### src/hw/rtl/c8x_pkg.sv
// ============================================================================
// c8x_pkg: shared types and constants for the CHIP-8 instruction executor
// Holds the command codes, status codes, sizes and the controller interface.
// ============================================================================
package c8x_pkg;

	localparam int MEM_BYTES   = 4096;
	localparam int MEM_AW      = $clog2(MEM_BYTES);
	localparam int STACK_DEPTH = 16;
	localparam int STACK_AW    = (STACK_DEPTH > 1) ? $clog2(STACK_DEPTH) : 1;
	localparam int SP_W        = $clog2(STACK_DEPTH + 1);
	localparam int SCREEN_W    = 64;
	localparam int SCREEN_H    = 32;
	localparam int ROW_AW      = $clog2(SCREEN_H);
	localparam int COL_AW      = $clog2(SCREEN_W);

	localparam logic [MEM_AW-1:0] START_RESET = MEM_AW'(512);

	// Command codes.
	localparam logic [1:0] CMD_WRITE = 2'd0;
	localparam logic [1:0] CMD_EXEC  = 2'd1;
	localparam logic [1:0] CMD_READ  = 2'd2;

	// Status codes.
	localparam logic [1:0] ST_OK        = 2'd0;
	localparam logic [1:0] ST_UNDERFLOW = 2'd1;
	localparam logic [1:0] ST_OVERFLOW  = 2'd2;
	localparam logic [1:0] ST_IGNORED   = 2'd3;

	localparam logic [15:0] OP_CLS = 16'h00E0;
	localparam logic [15:0] OP_RET = 16'h00EE;

	// Commands from the controller to the datapath.
	typedef struct packed {
		logic mem_clr;       // write zero to the next memory byte after reset
		logic mem_rd_pc;     // read memory at pc (high byte)
		logic mem_rd_pc1;    // read memory at pc+1
		logic mem_rd_spr;    // read memory at I + row count
		logic mem_wr_cmd;    // write command byte to memory
		logic latch_hi;      // capture high byte of opcode
		logic latch_lo;      // capture low byte of opcode
		logic exec;          // execute a non-draw, non-clear opcode
		logic clr_start;     // start clearing the screen
		logic clr_step;      // clear one row
		logic spr_start;     // start sprite draw
		logic spr_step;      // xor one sprite row
		logic spr_end;       // write collision flag
		logic rd_row;        // latch display row into result
		logic res_clear;     // clear result fields for a new command
	} c8x_cmd_t;

	// Status from the datapath to the controller.
	typedef struct packed {
		logic mclr_last;
		logic is_cls;
		logic is_drw;
		logic clr_last;
		logic spr_last;
		logic spr_none;
	} c8x_sts_t;

endpackage

### src/hw/rtl/c8x_ctrl.sv
// ============================================================================
// c8x_ctrl: command sequencer
// Steps each accepted command through fetch, execute, clear or draw states.
// ============================================================================
module c8x_ctrl (
	input  logic                clk,
	input  logic                arst_n,
	input  logic                in_fire,
	input  logic [1:0]          in_cmd,
	input  logic                out_busy,
	input  logic                out_fire,
	input  c8x_pkg::c8x_sts_t   sts,
	output c8x_pkg::c8x_cmd_t   cmd,
	output logic                in_rdy,
	output logic                res_load
);
	import c8x_pkg::*;

	typedef enum logic [10:0] {
		S_MCLR  = 11'b00000000001,
		S_IDLE  = 11'b00000000010,
		S_FHI   = 11'b00000000100,
		S_FLO   = 11'b00000001000,
		S_GETLO = 11'b00000010000,
		S_DEC   = 11'b00000100000,
		S_CLR   = 11'b00001000000,
		S_SRD   = 11'b00010000000,
		S_SXOR  = 11'b00100000000,
		S_SEND  = 11'b01000000000,
		S_DONE  = 11'b10000000000
	} state_t;

	state_t state_q, state_d;

	assign in_rdy = (state_q == S_IDLE);

	// Next state and command decode.
	always_comb begin
		state_d  = state_q;
		cmd      = '0;
		res_load = 1'b0;
		unique case (state_q)
			S_MCLR: begin
				cmd.mem_clr = 1'b1;
				if (sts.mclr_last) begin
					state_d = S_IDLE;
				end
			end
			S_IDLE: begin
				if (in_fire) begin
					cmd.res_clear = 1'b1;
					unique case (in_cmd)
						CMD_WRITE: begin
							cmd.mem_wr_cmd = 1'b1;
							state_d = S_DONE;
						end
						CMD_EXEC: begin
							cmd.mem_rd_pc = 1'b1;
							state_d = S_FHI;
						end
						CMD_READ: begin
							cmd.rd_row = 1'b1;
							state_d = S_DONE;
						end
						default: state_d = S_DONE;
					endcase
				end
			end
			S_FHI: begin
				cmd.latch_hi   = 1'b1;
				cmd.mem_rd_pc1 = 1'b1;
				state_d = S_FLO;
			end
			S_FLO: begin
				cmd.mem_rd_pc1 = 1'b1;
				state_d = S_GETLO;
			end
			S_GETLO: begin
				cmd.latch_lo = 1'b1;
				state_d = S_DEC;
			end
			S_DEC: begin
				if (sts.is_cls) begin
					cmd.clr_start = 1'b1;
					state_d = S_CLR;
				end else if (sts.is_drw) begin
					cmd.spr_start = 1'b1;
					state_d = sts.spr_none ? S_SEND : S_SRD;
				end else begin
					cmd.exec = 1'b1;
					state_d = S_DONE;
				end
			end
			S_CLR: begin
				cmd.clr_step = 1'b1;
				if (sts.clr_last) begin
					state_d = S_DONE;
				end
			end
			S_SRD: begin
				cmd.mem_rd_spr = 1'b1;
				state_d = S_SXOR;
			end
			S_SXOR: begin
				cmd.spr_step = 1'b1;
				state_d = sts.spr_last ? S_SEND : S_SRD;
			end
			S_SEND: begin
				cmd.spr_end = 1'b1;
				state_d = S_DONE;
			end
			S_DONE: begin
				// The result waits here until the output register is free.
				if (!out_busy || out_fire) begin
					res_load = 1'b1;
					state_d = S_IDLE;
				end
			end
			default: state_d = S_IDLE;
		endcase
	end

	// State register; after reset the memory clearing pass runs first.
	always_ff @(posedge clk or negedge arst_n) begin
		if (!arst_n) begin
			state_q <= S_MCLR;
		end else begin
			state_q <= state_d;
		end
	end

endmodule

### config.mk
export PLATFORM = sky130hd
export DESIGN_NAME = c8x_ctrl
export DESIGN_NICKNAME = d
export VERILOG_FILES = /design/src/hw/rtl/c8x_pkg.sv /design/src/hw/rtl/c8x_ctrl.sv
export SDC_FILE = /design/constraint.sdc
export NUM_CORES = 1
export LEC_CHECK = 0
export BUFFER_PORTS_ARGS = -buffer_cell sky130_fd_sc_hd__buf_2
export CAP_MARGIN = 25
export CORE_MARGIN = 8
export CORE_UTILIZATION = 47
export DETAILED_ROUTE_END_ITERATION = 8
export PLACE_DENSITY = 0.79
export SKIP_LAST_GASP = 1
export SLEW_MARGIN = 20
export SYNTH_ARGS = -nofsm -noshare
export SYNTH_HDL_FRONTEND = slang
export SYNTH_SLANG_ARGS = --single-unit
### constraint.sdc
create_clock -name clk -period 2.1 [get_ports clk]
set_clock_uncertainty 0.05 [all_clocks]
set_input_delay 0.21 -clock clk [delete_from_list [all_inputs] [get_ports clk]]
set_output_delay 0.21 -clock clk [all_outputs]
set_load 0.02 [all_outputs]
Word-level counts from Yosys, hierarchy flattened
Cells that the tools add are included.
{"block": "word_totals", "inputBits": 13, "output_inout_bits": 17, "ff_bits": 11, "elab_cells": 59}
{"block": "op_classes", "eq_ne": 17, "mux": 36, "reduce_logical": 5}
{"cell": "one-hot mux 11 bit (11 select lines)", "n": 1}
{"cell": "two-way mux 11 bit", "n": 7}
{"cell": "two-way mux 1 bit", "n": 23}
{"cell": "two-way mux 10 bit", "n": 2}
{"cell": "== test 11 x 1 -> 1 bit (second input constant)", "n": 1}
{"cell": "== test 11 x 10 -> 1 bit (second input constant)", "n": 1}
{"cell": "== test 11 bit (second input constant)", "n": 1}
{"cell": "== test 11 x 2 -> 1 bit (second input constant)", "n": 1}
{"cell": "== test 11 x 3 -> 1 bit (second input constant)", "n": 1}
{"cell": "== test 11 x 4 -> 1 bit (second input constant)", "n": 1}
{"cell": "== test 11 x 5 -> 1 bit (second input constant)", "n": 1}
{"cell": "== test 11 x 6 -> 1 bit (second input constant)", "n": 1}
{"cell": "== test 11 x 7 -> 1 bit (second input constant)", "n": 1}
{"cell": "== test 11 x 8 -> 1 bit (second input constant)", "n": 1}
{"cell": "== test 11 x 9 -> 1 bit (second input constant)", "n": 1}
{"cell": "!= test 2 bit (second input constant)", "n": 4}
{"cell": "two-way mux 2 bit", "n": 3}
{"cell": "AND reduction 4 bit", "n": 1}
{"cell": "== test 2 x 1 -> 1 bit (second input constant)", "n": 1}
{"cell": "== test 2 bit (second input constant)", "n": 1}
{"cell": "logical NOT 2 bit", "n": 1}
{"cell": "OR reduction 2 bit", "n": 1}
{"cell": "logical NOT 1 bit", "n": 1}
{"cell": "logical OR 1 bit", "n": 1}

Longest topological paths before layout
{"block": "depth", "ltp_word": 4, "ltp_mapped": 5, "ltp_nobuf": 5}

Worst setup path after synthesis
No wires, ideal clock.
{"block": "synth_timing", "path_kind": "reg2out", "startpoint": "register state_q[5]", "endpoint": "output cmd[1] (netlist bit)", "stages_incl_launch_ff": 6, "t_required_ps": 1840, "arrival_time_ps": 1855, "slack_ps": -15, "n_path_buf": 1, "path_cell_list": "dfrtp_1 -> nor3_1 -> and3_1 -> buf_6 -> nand2_1 -> nor3b_1"}
{"item": "start: declaration", "line": "c8x_ctrl.sv:33", "source": "state_t state_q, state_d;"}
{"item": "start signal: assignment", "line": "c8x_ctrl.sv:128", "source": "state_q <= state_d;"}
{"item": "end: declaration", "line": "c8x_ctrl.sv:13", "source": "output c8x_pkg::c8x_cmd_t cmd,"}

==> flow_summary_export.csv <==
group,metric,value,unit
run_status,status,"finished, violations left",
run_status,violations,"negative setup slack",
routing,wire_per_inst,16.7,microns
cells_and_area,area.growth.synth_to_final,49.1,%
global_route,overflow,0,
routing,ant_nets,0,
setup_path,crit_required,1840,ps
logic_synthesis,ys_ff_latch,11,
cells_and_area,reg.largest.list,"state_q (11)",
routing,num_vias,869,
logic_synthesis,ys_types,41,
global_route,grt_pass1_wl,3930,microns
sta,setup_slack,-26.7,ps
floorplanning,ios,30,
sta,finalCritPeriodShare,101,%
floorplanning,die_y,57.2,microns
routing,drc,0,
routing,drt-initial-drc-count,19,
sta,drv_slew,0,
clock_tree,cts.clk_slew.worst_paths,70,ps
setup_path,start_kind,"register",
global_route,antenna_found_initial,0,
clock_tree,root_buffer,"clkbuf_4",
setup_path,cp-end-kind,"output pin",
sta,hold_viol,0,
logic_synthesis,synth_area_per_cell,9.19,sq um
clock_tree,clk_latency,270,ps
clock_tree,htreeDepth,1,
routing,drtPass1Iterations,4,
global_route,grt_max_degree,12,
sta,max_freq,0.470,GHz
run,cap_violations,0,
placed_design,place.gp.congestion,0.830,
cells_and_area,nNetsFinal,148,
placed_design,pre_cts_ws,121,ps
power,ir_drop,0.000536,V
clock_tree,clock_sinks,11,
sta,tightest_slew,408,ps
floorplanning,initial_core_util,47.9,%
setup_path,cp_max_fo,5,
logic_synthesis,syn_nets,100,
power,power_density,817,nW/um^2
power,power.leakage,0.593,nW
logic_synthesis,syn_area,800,sq um
global_route,grt_pass1_vias,856,
routing,drt-total-wl,2520,microns
floorplanning,die-area,3280,sq um
logic_synthesis,synth-main-ff-cell,"dfrtp_1",
logic_synthesis,synthArstFlopShare,100,%
sta,layout_min_cycle_time,2130,ps
cells_and_area,largest-register,"state_q",
logic_synthesis,postSynthCellCount,87,
floorplanning,core,1670,sq um
floorplanning,die_x,57.2,microns
cells_and_area,largest_reg_flops,11,
sta,setup_viol,3,
floorplanning,rows,15,
sta,relSlewSlack,72.4,%
logic_synthesis,ys_seq_area_share,34.6,%
setup_path,critical_path_class,"register to output pin",
placed_design,place_hpwl,1740,microns
global_route,grt_util_all_layers,14.9,%
logic_synthesis,synth_warnings,0,
cells_and_area,drive_gt1_share,53.7,%
worst_hold_path,hold_class,"input pin to register",
sta,rsz0062_at_grt,"true",
clock_tree,clockBufferDepth,2,
cells_and_area,n_antenna_cell,0,
worst_hold_path,hold_depth,2,
clock_tree,cts_tree,"built",
power,power,0.974,mW
setup_path,crit_arrival,1870,ps
routing,routed_via_density,5.75,
clock_tree,cts_made_buffers,3,
logic_synthesis,synth_edf_count,0,
placed_design,portBuffers,29,
setup_path,rr_worst_depth,5,
-- synthesized netlist by cell type, types with 2 or more instances --
library cell,number,area (sq um)
inv_1,5,18.8
nand2b_1,4,25.0
and3b_1,3,26.3
nor3_1,4,20.0
nand2_1,4,15.0
a21oi_1,2,10.0
dfrtp_1,10,250
nor3b_1,2,15.0
xor2_1,2,17.5
or4b_1,2,20.0
or4_4,2,22.5
and4_1,2,17.5
and3_1,2,12.5
nand3_1,4,20.0
nor2_1,10,37.5
nor2b_1,4,25.0
-- repair_timing --
action                                  in CTS  in global routing
endpoints found under the setup margin       6                 12
setup buffers                                4                  6
pin swaps                                    1                  5
gates resized for setup                      7                 19
hold buffers                                 1                  0
endpoints found under the hold margin       11                  0
-- critical path, stage by stage, from the launching register on --
cell,delay (ps)
dfrtp_2,440
or4_4,570
nor3_4,240
nand3_2,110
inv_1,90
buf_4,140
-- kinds of logic after synthesis --
kind of cell	count (synthesis)	synth area share (%)
compound gates	12	12.2
xor+xnor	2	2.19
buf+inv	6	3.76
flops	11	34.6
simple gates	56	47.3
-- per-layer routing --
layer | part of all wire, % | vias to the layer above | global-route usage, %
li1 | - | 425 | -
met1 | 44 | 403 | 18.1
met2 | 47 | 35 | 23.8
met3 | 6.9 | 6 | 4.93
met4 | 1.9 | 0 | 5.36
met5 | 0 | - | 0
-- final cells by class --
cell class,count,area [sq um]
clock buffer,4,26.3
fill,134,478
inverter,5,18.8
multi-input combinational,70,561
sequential,11,285
tap,17,21.3
timing repair buffer,44,280
-- cell usage in the layout (no fill, tap or decap), types with 3 or more instances in the layout --
cell type	count
buf_2	24
buf_4	17
nor2_1	10
dfrtp_2	7
inv_1	5
nand2b_1	4
nor2b_1	4
nand2_1	3
and3b_1	3
nand3_1	3
nor3_1	3
clkbuf_4	3
dfrtp_1	3
-- per-stage QoR --
step / instance area [sq um] / std cells / setup TNS [ps] / utilization [%] / hold WS, ps
global placement: 990 / 136 / 0 / 59.3 / 42.5
finish: 1190 / 151 / -44.1 / 71.4 / 87.6
detailed placement: 990 / 136 / 0 / 59.3 / 40.9
floorplan: 805 / 87 / 0 / - / -136
CTS: 1080 / 145 / -18.3 / 64.6 / 83.5
global route: 1190 / 151 / -348 / 71.4 / 108
-- worst paths after layout --
check | to | start | slack (ps)
hold reg to reg | state_q[5] | state_q[4] | 580
setup / recovery | cmd[4] | state_q[2] | -30
setup reg to reg | state_q[10] | state_q[4] | 150
max in group asynchronous | state_q[0] | arst_n | 1450
min in group asynchronous | state_q[10] | arst_n | 290
hold / removal | state_q[6] | sts[2] | 90
-- report_power, final --
| part | internal, mW | switching (mW) | total [mW] |
|---|---|---|---|
| registers | 0.233 | 0.0400 | 0.273 |
| clock network | 0.0736 | 0.0728 | 0.146 |
| logic | 0.272 | 0.281 | 0.554 |
| total | 0.579 | 0.394 | 0.974 |
Power figures use the tool's default switching activity.
